### config.mk
export PLATFORM = sky130hd
export DESIGN_NAME = motor_fault_monitor
export DESIGN_NICKNAME = d
export VERILOG_FILES = /design/src/rtl/mfm_pkg.sv /design/src/rtl/motor_fault_monitor.sv
export SDC_FILE = /design/constraint.sdc
export NUM_CORES = 2
export LEC_CHECK = 0
export BUFFER_PORTS_ARGS = -buffer_cell sky130_fd_sc_hd__buf_2
export CORE_MARGIN = 4
export CORE_UTILIZATION = 60
export DETAILED_ROUTE_END_ITERATION = 12
export PLACE_DENSITY = 0.77
export SLEW_MARGIN = 40
export SYNTH_ARGS = -nofsm -noshare
export SYNTH_HDL_FRONTEND = slang
export SYNTH_SLANG_ARGS = --single-unit
### constraint.sdc
create_clock -name clk_i -period 8.7 [get_ports clk_i]
set_input_delay 1.74 -clock clk_i [delete_from_list [all_inputs] [get_ports clk_i]]
set_output_delay 1.74 -clock clk_i [all_outputs]
set_load 0.1 [all_outputs]
### src/rtl/mfm_pkg.sv
package mfm_pkg;

  // Motor count and field widths
  localparam int unsigned MaxMotorsDefault = 16;
  localparam int unsigned MotorW    = 4;
  localparam int unsigned CurrentW  = 17;
  localparam int unsigned TempW     = 16;
  localparam int unsigned PosW      = 32;
  localparam int unsigned TimeW     = 48;
  localparam int unsigned HbAgeW    = 32;
  localparam int unsigned CodeW     = 3;

  // Stream packing
  localparam int unsigned InDataW   = 152;
  localparam int unsigned InUserW   = 2;
  localparam int unsigned OutDataW  = 16;

  // Configuration port
  localparam int unsigned CfgAddrW  = 2;
  localparam int unsigned CfgDataW  = 16;
  localparam logic [CfgAddrW-1:0] RegOvercurrent = 2'd0;
  localparam logic [CfgAddrW-1:0] RegOvertemp    = 2'd1;
  localparam logic [CfgAddrW-1:0] RegStall       = 2'd2;
  localparam logic [CfgAddrW-1:0] RegHeartbeat   = 2'd3;

  // Stall limit kept in microseconds: 255 s fits in 28 bits
  localparam int unsigned StallUsW  = 28;
  localparam logic [19:0] UsPerSec  = 20'd1_000_000;

  // Fault codes
  localparam logic [CodeW-1:0] FaultNone        = 3'd0;
  localparam logic [CodeW-1:0] FaultOvercurrent = 3'd1;
  localparam logic [CodeW-1:0] FaultOvertemp    = 3'd2;
  localparam logic [CodeW-1:0] FaultStall       = 3'd3;
  localparam logic [CodeW-1:0] FaultHeartbeat   = 3'd4;

endpackage

### src/rtl/motor_fault_monitor.sv
// An accepted input beat passes through the input stage and the result register to m_axis.
// Throughput: one beat per cycle when m_axis is not stalled; the per-motor state is
// read and written in the input stage, so each beat sees what the previous one left.
// Reset (rst_ni low, asynchronous): limits, per-motor position and stall
// start, and the scan fault flag clear to zero; both stages go empty.
module motor_fault_monitor
  import mfm_pkg::*;
#(
  parameter int unsigned MAX_MOTORS = MaxMotorsDefault
) (
  input  logic                clk_i,
  input  logic                rst_ni,
  // tuser: command[0], has_feedback[1]
  input  logic                s_axis_tvalid,
  output logic                s_axis_tready,
  // tdata: motor_index[3:0], current_ma[20:4], temperature_dc[36:21],
  //        encoder_position[68:37], time_us[116:69], heartbeat_age_ms[148:117]
  input  logic [InDataW-1:0]  s_axis_tdata,
  input  logic [InUserW-1:0]  s_axis_tuser,
  // tdata: stop_request[0], fault_code[3:1], fault_motor[7:4], item_ignored[8]
  output logic                m_axis_tvalid,
  input  logic                m_axis_tready,
  output logic [OutDataW-1:0] m_axis_tdata,
  input  logic                cfg_valid_i,
  output logic                cfg_ready_o,
  input  logic [CfgAddrW-1:0] cfg_addr_i,
  input  logic [CfgDataW-1:0] cfg_data_i
);

  // Only 16 motors can be addressed by the index field
  localparam int unsigned Depth = (MAX_MOTORS < 16) ? MAX_MOTORS : 16;
  localparam int unsigned IdxW  = (Depth > 1) ? $clog2(Depth) : 1;

  // Configuration registers
  logic [15:0]         oc_lim_q;
  logic [7:0]          ot_lim_q;
  logic [StallUsW-1:0] stall_lim_us_q;
  logic [15:0]         hb_lim_q;

  assign cfg_ready_o = 1'b1;

  always_ff @(posedge clk_i or negedge rst_ni) begin
    if (!rst_ni) begin
      oc_lim_q       <= '0;
      ot_lim_q       <= '0;
      stall_lim_us_q <= '0;
      hb_lim_q       <= '0;
    end else if (cfg_valid_i) begin
      case (cfg_addr_i)
        RegOvercurrent: oc_lim_q <= cfg_data_i;
        RegOvertemp:    ot_lim_q <= cfg_data_i[7:0];
        RegStall:       stall_lim_us_q <= StallUsW'(cfg_data_i[7:0]) * StallUsW'(UsPerSec);
        RegHeartbeat:   hb_lim_q <= cfg_data_i;
        default: ;
      endcase
    end
  end

  // Input stage
  logic                s1_valid_q;
  logic                cmd_q, has_fb_q;
  logic [MotorW-1:0]   motor_q;
  logic [CurrentW-1:0] cur_q;
  logic [TempW-1:0]    temp_q;
  logic [PosW-1:0]     pos_q;
  logic [TimeW-1:0]    now_q;
  logic [HbAgeW-1:0]   hb_age_q;
  logic                s1_adv;

  assign s1_adv        = s1_valid_q && (!m_axis_tvalid || m_axis_tready);
  assign s_axis_tready = !s1_valid_q || s1_adv;

  always_ff @(posedge clk_i or negedge rst_ni) begin
    if (!rst_ni) begin
      s1_valid_q <= 1'b0;
    end else if (s_axis_tready) begin
      s1_valid_q <= s_axis_tvalid;
    end
  end

  always_ff @(posedge clk_i) begin
    if (s_axis_tvalid && s_axis_tready) begin
      cmd_q    <= s_axis_tuser[0];
      has_fb_q <= s_axis_tuser[1];
      motor_q  <= s_axis_tdata[3:0];
      cur_q    <= s_axis_tdata[20:4];
      temp_q   <= s_axis_tdata[36:21];
      pos_q    <= s_axis_tdata[68:37];
      now_q    <= s_axis_tdata[116:69];
      hb_age_q <= s_axis_tdata[148:117];
    end
  end

  // Per-motor stall tracking state and scan flag
  logic [PosW-1:0]  last_pos_q [Depth];
  logic [TimeW-1:0] stall_start_q [Depth];
  logic             scan_faulted_q, scan_faulted_d;

  logic [IdxW-1:0]  idx;
  logic             in_range;
  logic [PosW-1:0]  last_pos;
  logic [TimeW-1:0] stall_start;
  logic [TimeW-1:0] elapsed;
  logic [11:0]      ot_lim_x10;
  logic             oc_hit, ot_hit, hb_hit;
  logic             wr_pos, wr_start;

  assign idx         = IdxW'(motor_q);
  assign in_range    = {5'd0, motor_q} < 9'(Depth);
  assign last_pos    = last_pos_q[idx];
  assign stall_start = stall_start_q[idx];
  assign elapsed     = now_q - stall_start;
  assign ot_lim_x10  = {1'b0, ot_lim_q, 3'b000} + {3'b000, ot_lim_q, 1'b0};

  assign oc_hit = (oc_lim_q != '0) && ($signed({cur_q[CurrentW-1], cur_q})
                  > $signed({2'b00, oc_lim_q}));
  assign ot_hit = (ot_lim_q != '0) && ($signed({temp_q[TempW-1], temp_q})
                  > $signed({5'b00000, ot_lim_x10}));
  assign hb_hit = (hb_lim_q != '0) && (hb_age_q > {16'd0, hb_lim_q});

  // Result fields of the item in the input stage
  logic              stop_d, ign_d;
  logic [CodeW-1:0]  code_d;
  logic [MotorW-1:0] fmotor_d;

  always_comb begin
    stop_d         = 1'b0;
    ign_d          = 1'b0;
    code_d         = FaultNone;
    fmotor_d       = '0;
    scan_faulted_d = scan_faulted_q;
    wr_pos         = 1'b0;
    wr_start       = 1'b0;
    if (cmd_q) begin
      // End of scan: heartbeat check unless already faulted, then re-arm
      if (scan_faulted_q) begin
        ign_d          = 1'b1;
        scan_faulted_d = 1'b0;
      end else if (hb_hit) begin
        stop_d = 1'b1;
        code_d = FaultHeartbeat;
      end
    end else if (scan_faulted_q || !has_fb_q || !in_range) begin
      ign_d = 1'b1;
    end else if (oc_hit) begin
      stop_d         = 1'b1;
      code_d         = FaultOvercurrent;
      fmotor_d       = motor_q;
      scan_faulted_d = 1'b1;
    end else if (ot_hit) begin
      stop_d         = 1'b1;
      code_d         = FaultOvertemp;
      fmotor_d       = motor_q;
      scan_faulted_d = 1'b1;
    end else if (stall_lim_us_q != '0) begin
      if (pos_q != last_pos) begin
        wr_pos = 1'b1;
      end else if (stall_start == '0) begin
        wr_start = 1'b1;
      end else if (elapsed > {20'd0, stall_lim_us_q}) begin
        stop_d         = 1'b1;
        code_d         = FaultStall;
        fmotor_d       = motor_q;
        scan_faulted_d = 1'b1;
      end
    end
  end

  // State update, taken when the item moves into the result register
  always_ff @(posedge clk_i or negedge rst_ni) begin
    if (!rst_ni) begin
      scan_faulted_q <= 1'b0;
      for (int i = 0; i < Depth; i++) begin
        last_pos_q[i]    <= '0;
        stall_start_q[i] <= '0;
      end
    end else if (s1_adv) begin
      scan_faulted_q <= scan_faulted_d;
      if (wr_pos) begin
        last_pos_q[idx]    <= pos_q;
        stall_start_q[idx] <= '0;
      end else if (wr_start) begin
        stall_start_q[idx] <= now_q;
      end
    end
  end

  // Result register
  logic              out_valid_q;
  logic              stop_q, ign_q;
  logic [CodeW-1:0]  code_q;
  logic [MotorW-1:0] fmotor_q;

  always_ff @(posedge clk_i or negedge rst_ni) begin
    if (!rst_ni) begin
      out_valid_q <= 1'b0;
    end else if (!out_valid_q || m_axis_tready) begin
      out_valid_q <= s1_valid_q;
    end
  end

  always_ff @(posedge clk_i) begin
    if (s1_adv) begin
      stop_q   <= stop_d;
      code_q   <= code_d;
      fmotor_q <= fmotor_d;
      ign_q    <= ign_d;
    end
  end

  assign m_axis_tvalid = out_valid_q;
  assign m_axis_tdata  = {7'd0, ign_q, fmotor_q, code_q, stop_q};

endmodule

Word level (Yosys, flattened, before mapping) --
Cells that the tools add are included.
Word-level totals: bits in registers 1505, input port bits 177, word-level logic and storage cells 163
Operators by class: $add $sub $neg 2, $mul 1, $lt $le $gt $ge 6, equal/unequal tests 7, multiplexer cells 64, bitwise gates (word level) 3, reduce and logical (&&, ||, !) cells 29
Operators with widths (count):
- 2-to-1 mux 768 bit | 2
- AND 768 bit | 1
- bitwise mux 768 bit | 1
- NOT 768 bit | 1
- bitwise mux 512 bit | 1
- binary-select mux 48 bit (select 4 bit) | 1
- demux 48 bit (select 4 bit) | 1
- 2-to-1 mux 48 bit | 3
- binary-select mux 32 bit (select 4 bit) | 1
- demux 32 bit (select 4 bit) | 1
- 2-to-1 mux 32 bit | 3
- greater-than comparator 48 x 28 -> 1 bit | 1
- zero test 48 bit | 1
- subtractor 48 bit | 1
- 2-to-1 mux 1 bit | 34
- greater-than comparator 32 x 16 -> 1 bit | 1
- != test 32 bit | 1
- nonzero test 16 bit | 2
- nonzero test 28 bit | 1
- 2-to-1 mux 4 bit | 6
- multiplier 8 x 14 -> 22 bit, second input constant | 1
- greater-than comparator 17 bit | 1
- greater-than comparator 16 x 13 -> 1 bit | 1
- 2-to-1 mux 2 bit | 7
- 19 further kinds | 38

Depth between registers and ports, before layout --
depth after elaboration 14, gate-level depth with buffers 32, mapped depth without buffers 25

Worst setup path after synthesis --
Ideal clock, no wire load.
kind reg2reg, from reg motor_q[1] (netlist: idx[1]), to reg fmotor_q[0] (data pin), library setup time 0.255 ns, arrival time 6.716 ns, data required time 8.445 ns, path slack 1.729 ns, stages on the path, launching flop included 33, cell sequence edfxtp_1 -> clkbuf_1 -> buf_2 -> buf_2 -> buf_2 -> buf_1 -> clkbuf_1 -> mux4_2 -> mux4_2 -> inv_1 -> ha_1 -> clkbuf_1 -> o21ai_0 -> o21ai_0 -> a21oi_1 -> a41o_1 -> or2_2 -> nor2_1 -> nor2_1 -> o21ai_0 -> xor2_1 -> ha_1 -> a21oi_1 -> nor2b_1 -> o21ai_0 -> o2111ai_1 -> a21o_1 -> a21oi_1 -> nand4_1 -> or4b_2 -> nor4_1 -> a21oi_1 -> and3_1
On the way: word-level cells in the longest chain between the ends 12
RTL lines:
- start: declaration | RTL line motor_fault_monitor.sv:62 | logic [MotorW-1:0] motor_q;
- start signal: assignment | RTL line motor_fault_monitor.sv:85 | motor_q <= s_axis_tdata[3:0];
- NOT 4 -> 5 bit (not written as such) (*) | RTL line motor_fault_monitor.sv:110, motor_fault_monitor.sv:111
- binary-select mux 48 bit (select 4 bit) | RTL line motor_fault_monitor.sv:111 | assign stall_start = stall_start_q[idx];
- 2-to-1 mux 48 bit (not written as such) (2 in a row) | RTL line motor_fault_monitor.sv:111
- subtractor 48 bit | RTL line motor_fault_monitor.sv:112 | assign elapsed = now_q - stall_start;
- greater-than comparator 48 x 28 -> 1 bit | RTL line motor_fault_monitor.sv:160 | end else if (elapsed > {20'd0, stall_lim_us_q}) begin
- 2-to-1 mux 4 bit | RTL line motor_fault_monitor.sv:160
- 2-to-1 mux 4 bit | RTL line motor_fault_monitor.sv:158 | end else if (stall_start == '0) begin
- 2-to-1 mux 4 bit (*) | RTL line motor_fault_monitor.sv:156 | if (pos_q != last_pos) begin
- 2-to-1 mux 4 bit (*) | RTL line motor_fault_monitor.sv:155 | end else if (stall_lim_us_q != '0) begin
- 2-to-1 mux 4 bit (*) | RTL line motor_fault_monitor.sv:150 | end else if (ot_hit) begin
- 2-to-1 mux 4 bit (*) | RTL line motor_fault_monitor.sv:145 | end else if (oc_hit) begin
- end signal: assignment | RTL line motor_fault_monitor.sv:206 | fmotor_q <= fmotor_d;
- end: declaration | RTL line motor_fault_monitor.sv:192 | logic [MotorW-1:0] fmotor_q;
Mark *: on every way between the ends. The rest lies on a longest branch, timed or not. The select of a mux whose other input is x is not followed. A chain may end at the register's enable or synchronous reset.

Worst setup path in the final report --
from reg motor_q[0] (netlist: idx[0]), to reg fmotor_q[2] (data pin)
The elaborated chain is that of the path after synthesis.

==> metrics.md <==
| Metric | Value |
|---|---|
| Crit path buffers/inverters | `3` |
| Min Tclk post-route | `7.78 ns` |
| Synth area leaders | `dfrtp_1 (46%), mux2_2 (15%), mux4_2 (12%), edfxtp_1 (6.6%), mux2_1 (4.4%)` |
| Combinational power share | `14.9%` |
| Die area | `127000 sq um` |
| CP endpoint kind | `register` |
| Arrival @ worst endpoint | `between 8 and 9 ns` |
| Period utilization | `roughly 90%` |
| Die X | `356 um` |
| Net Switching | `4.51 mW` |
| Power density over the cells | `217 nW/um^2` |
| Clock share of power | `38.8%` |
| Leak | `37.7 nW` |
| Ys async rst share | `89.4%` |
| Synth Instances | `a little under 5000` |
| Number of port buffers | `between 150 and 200` |
| Post-CTS sizing | `0` |
| Yosys Warn Count | `0` |
| Internal | `13.0 mW` |
| Mean post-synth cell area | `15.0 sq um` |
| Io pins | `196` |
| Layout cells sized above 1 | `39.9%` |
| Synth Flop Type | `dfrtp_1` |
| Rows | `between 100 and 150` |
| Area growth, synth to finish | `10.9%` |
| CTS root buf | `clkbuf_16` |
| Yosys top cell by area | `dfrtp_1` |
| Net Sw Frac | `between 20% and 30%` |
| DR WL/cell | `25.9 um` |
| Routed Antenna Nets | `0` |
| Run status | `finished, final reports clean` |
| Unique cell type count in the Yosys netlist | `84` |
| Initial drt markers | `between 3000 and 4000` |
| Critical path class | `reg2reg` |
| Post-DP HPWL | `just over 100000 um` |
| Count of pins over their slew limit | `0` |
| Clk_skew | `0.0190 ns` |
| Top-area cell type share of the netlist area | `46.2%` |
| Worst path required time | `approximately 9.2 ns` |
| Die height | `~360 um` |
| Vias/cell | `6.29` |
| Seq. cell area | `38500 sq um` |
| Slowest CP cell | `edfxtp_1` |
| Final setup viols | `0` |
| Number of flops mapped to enable cells by yosys | `160` |
| Routed Wire Length | `173000 um` |
| Number of global-route vias before repair | `44800` |
| Clk sink count | `1505` |
| First-pass GRT wire length | `270000 um` |
| Share of the yosys chip area belonging to registers | `52.8%` |
| Maxcap violations | `0` |
| Max Root-Sink Buffers | `3` |
| Crit path max-delay family | `simple AND/OR/NAND/NOR gates` |
| Fillers | `8192` |
| Overflow after GRT | `0` |
| H-tree Lvls | `4` |
| CTS Buf Count | `156` |
| Number of synthesized register bits | `between 1500 and 2000` |
| Postcts setup bufs | `0` |
| Clock transition at the registers of the reported paths | `0.06 ns` |
| Hold_buf cts | `0` |
| Worst-Margin Slew | `0.873 ns` |
| Largest net degree at the start of global routing | `156` |
| CP Launch Type | `register` |
| CTS tree | `built` |
| Final core utilization | `67.1%` |
| Worst rel slew slack | `a little over two fifths` |
| Flop pwr share | `between 40% and 50%` |
| Antenna violations before repair | `5` |
| Vias | `42000` |
| RSZ-0062 raised after global routing | `no` |
| Slowest stage delay, CP | `0.84 ns` |
| Clock Latency Late Sink | `0.77 ns` |
| Total track usage | `27.8%` |
| Hold Fails Final Rpt | `0` |
| Starting Density | `60.5%` |
| Worst-path maximum fanout | `49` |
| Worst Hold Class | `reg2reg` |
| Synthesized area | `72800 sq um` |
| Timing-limited maximum frequency | `0.129 GHz` |
| Total negative slack | `0 ns` |
| Routability cong. | `0.951` |
| Final nets | `5305` |
| # DRC | `0` |
| Peak supply drop | `0.219 mV` |
| Core area | `120000 sq um` |
| TritonRoute pass-1 iters | `5` |
| Area occupied by multi-input gates | `between 30000 and 40000 sq um` |
## synth_stat cells (22+ instances only)
cell,n
buf_4,26
nand2_1,111
mux2_1,284
a21oi_1,95
nor3_1,22
nor2_1,87
edfxtp_1,160
xnor2_1,57
nor2b_1,50
nor4_1,37
xor2_1,37
dfrtp_1,1345
ha_1,173
clkbuf_1,185
o21ai_0,108
mux2_4,23
inv_1,162
buf_2,91
mux2_2,995
nand4_1,42
buf_6,43
mux4_2,390
a21o_1,30
## power groups by stage
stage	logic (mW)	registers, mW	clock network [mW]
floorplan	1.90	8.08	0
global placement	2.51	8.19	0
detailed placement	2.60	8.22	0
CTS	2.62	8.10	6.91
global route	2.88	8.17	7.22
finish	2.62	8.11	6.80
## per-layer routing
layer | track usage [%] | share of wire (%) | vias up
li1 | - | - | 18200
met1 | 39.1 | 42 | 22400
met2 | 45.3 | 49 | 1178
met3 | 4.08 | 5.4 | 330
met4 | 8.87 | 3.1 | 0
met5 | 0 | 0 | -
## kinds of logic (layout without fill, tap and decap cells)
group                      after synthesis  in the layout  share of synthesized area (%)
muxes                                 1713           1713                           32.6
DFF                                   1505           1505                           52.8
buffers and inverters                  520            732                           3.43
and+or+nand+nor                        468            468                           3.48
AOI/OAI and AO/OA                      355            355                           3.05
adders and majority gates              192            192                           3.49
xor gates and xnor gates                94             94                           1.13
other                                    2              9                         0.0103
## through the flow
step	hold slack, ns	cell area [sq um]	total power [mW]	std cells	worst slack [ns]
after detailed placement	0.471	75300	10.8	6388	1.06
after CTS	0.484	80600	17.6	6677	1.03
after global placement	0.462	75000	10.7	6378	1.12
after floorplan	0.450	72800	9.98	4855	1.73
after global routing	0.490	80800	18.3	6679	0.407
final	0.479	80800	17.5	6680	0.924
## worst reg2reg max path, stage by stage, from the launching register on
cell      delay (ns)
edfxtp_1        0.84
buf_12          0.43
mux4_2          0.65
mux4_2          0.54
inv_1           0.09
ha_1            0.28
o21ai_0         0.36
o21ai_0         0.17
a21oi_1         0.32
a41o_1          0.34
or2_2           0.17
nor2_1          0.05
nor2_1          0.15
o21ai_0         0.13
xor2_1          0.17
ha_1            0.30
nand4_1         0.16
nor4_1          0.35
a41oi_1         0.16
a21oi_1         0.26
nand4_1         0.11
or4b_2          0.62
nor4_1          0.32
buf_4           0.18
a21oi_1         0.14
and3_1          0.23
## layout make-up
type / instances / area share [%]
flip-flops and latches: 1505 / 47.6
multi-input cells: 2830 / 39.9
clock buffers: 243 / 5.92
repair buffers: 281 / 2.66
well taps: 1612 / 2.50
inverters: 162 / 0.753
clock inverters: 46 / 0.626
diodes: 1 / 0.00310
## worst paths after layout
| check | cells past startpoint | from | slack (ns) | end |
|---|---|---|---|---|
| min | 1 | stall_start_q[653]$_DFFE_PN0P_ | 0.48 | stall_start_q[653]$_DFFE_PN0P_ |
| max | 25 | idx[0]$_DFFE_PP_ | 0.92 | fmotor_q[2]$_SDFFCE_PP0P_ |
| min reg2reg | 1 | stall_start_q[653]$_DFFE_PN0P_ | 0.48 | stall_start_q[653]$_DFFE_PN0P_ |
| max in group asynchronous | 5 | rst_ni | 5.61 | last_pos_q[15]$_DFFE_PN0P_ |
| max reg2reg | 25 | idx[0]$_DFFE_PP_ | 0.92 | fmotor_q[2]$_SDFFCE_PP0P_ |
| min in group asynchronous | 1 | rst_ni | 0.84 | hb_lim_q[11]$_DFFE_PN0P_ |
## registers in the layout, summed over array words and instances (netlist names), 4 cells and up
name	cells
cur_q	17
fmotor_q	4
hb_age_q	32
hb_lim_q	16
idx	4
last_pos_q	512
now_q	48
oc_lim_q	16
ot_lim_q	8
pos_q	32
stall_lim_us_q	22
stall_start_q	768
temp_q	16
## cells in the final DEF (no fill, tap or decap), drive strengths merged, types with 8 or more instances in the layout
| cell type | count |
|---|---|
| conb | 8 |
| o21bai | 16 |
| nor4 | 37 |
| o21ai | 108 |
| nor2b | 50 |
| a21o | 30 |
| mux2 | 1302 |
| o21a | 19 |
| inv | 170 |
| mux4 | 390 |
| ha | 173 |
| dfrtp | 1345 |
| a2111oi | 8 |
| nand3 | 19 |
| xor2 | 37 |
| buf | 281 |
| fa | 19 |
| mux2i | 21 |
| nand2b | 19 |
| nor2 | 87 |
| clkinv | 25 |
| nor3 | 26 |
| xnor2 | 57 |
| clkbuf | 243 |
| and3 | 8 |
| a21oi | 95 |
| edfxtp | 160 |
| nand3b | 11 |
| nand4 | 43 |
| bufinv | 9 |
| a211oi | 11 |
| and2b | 17 |
| nand2 | 111 |
No activity file was read; power rests on OpenSTA's default activity.
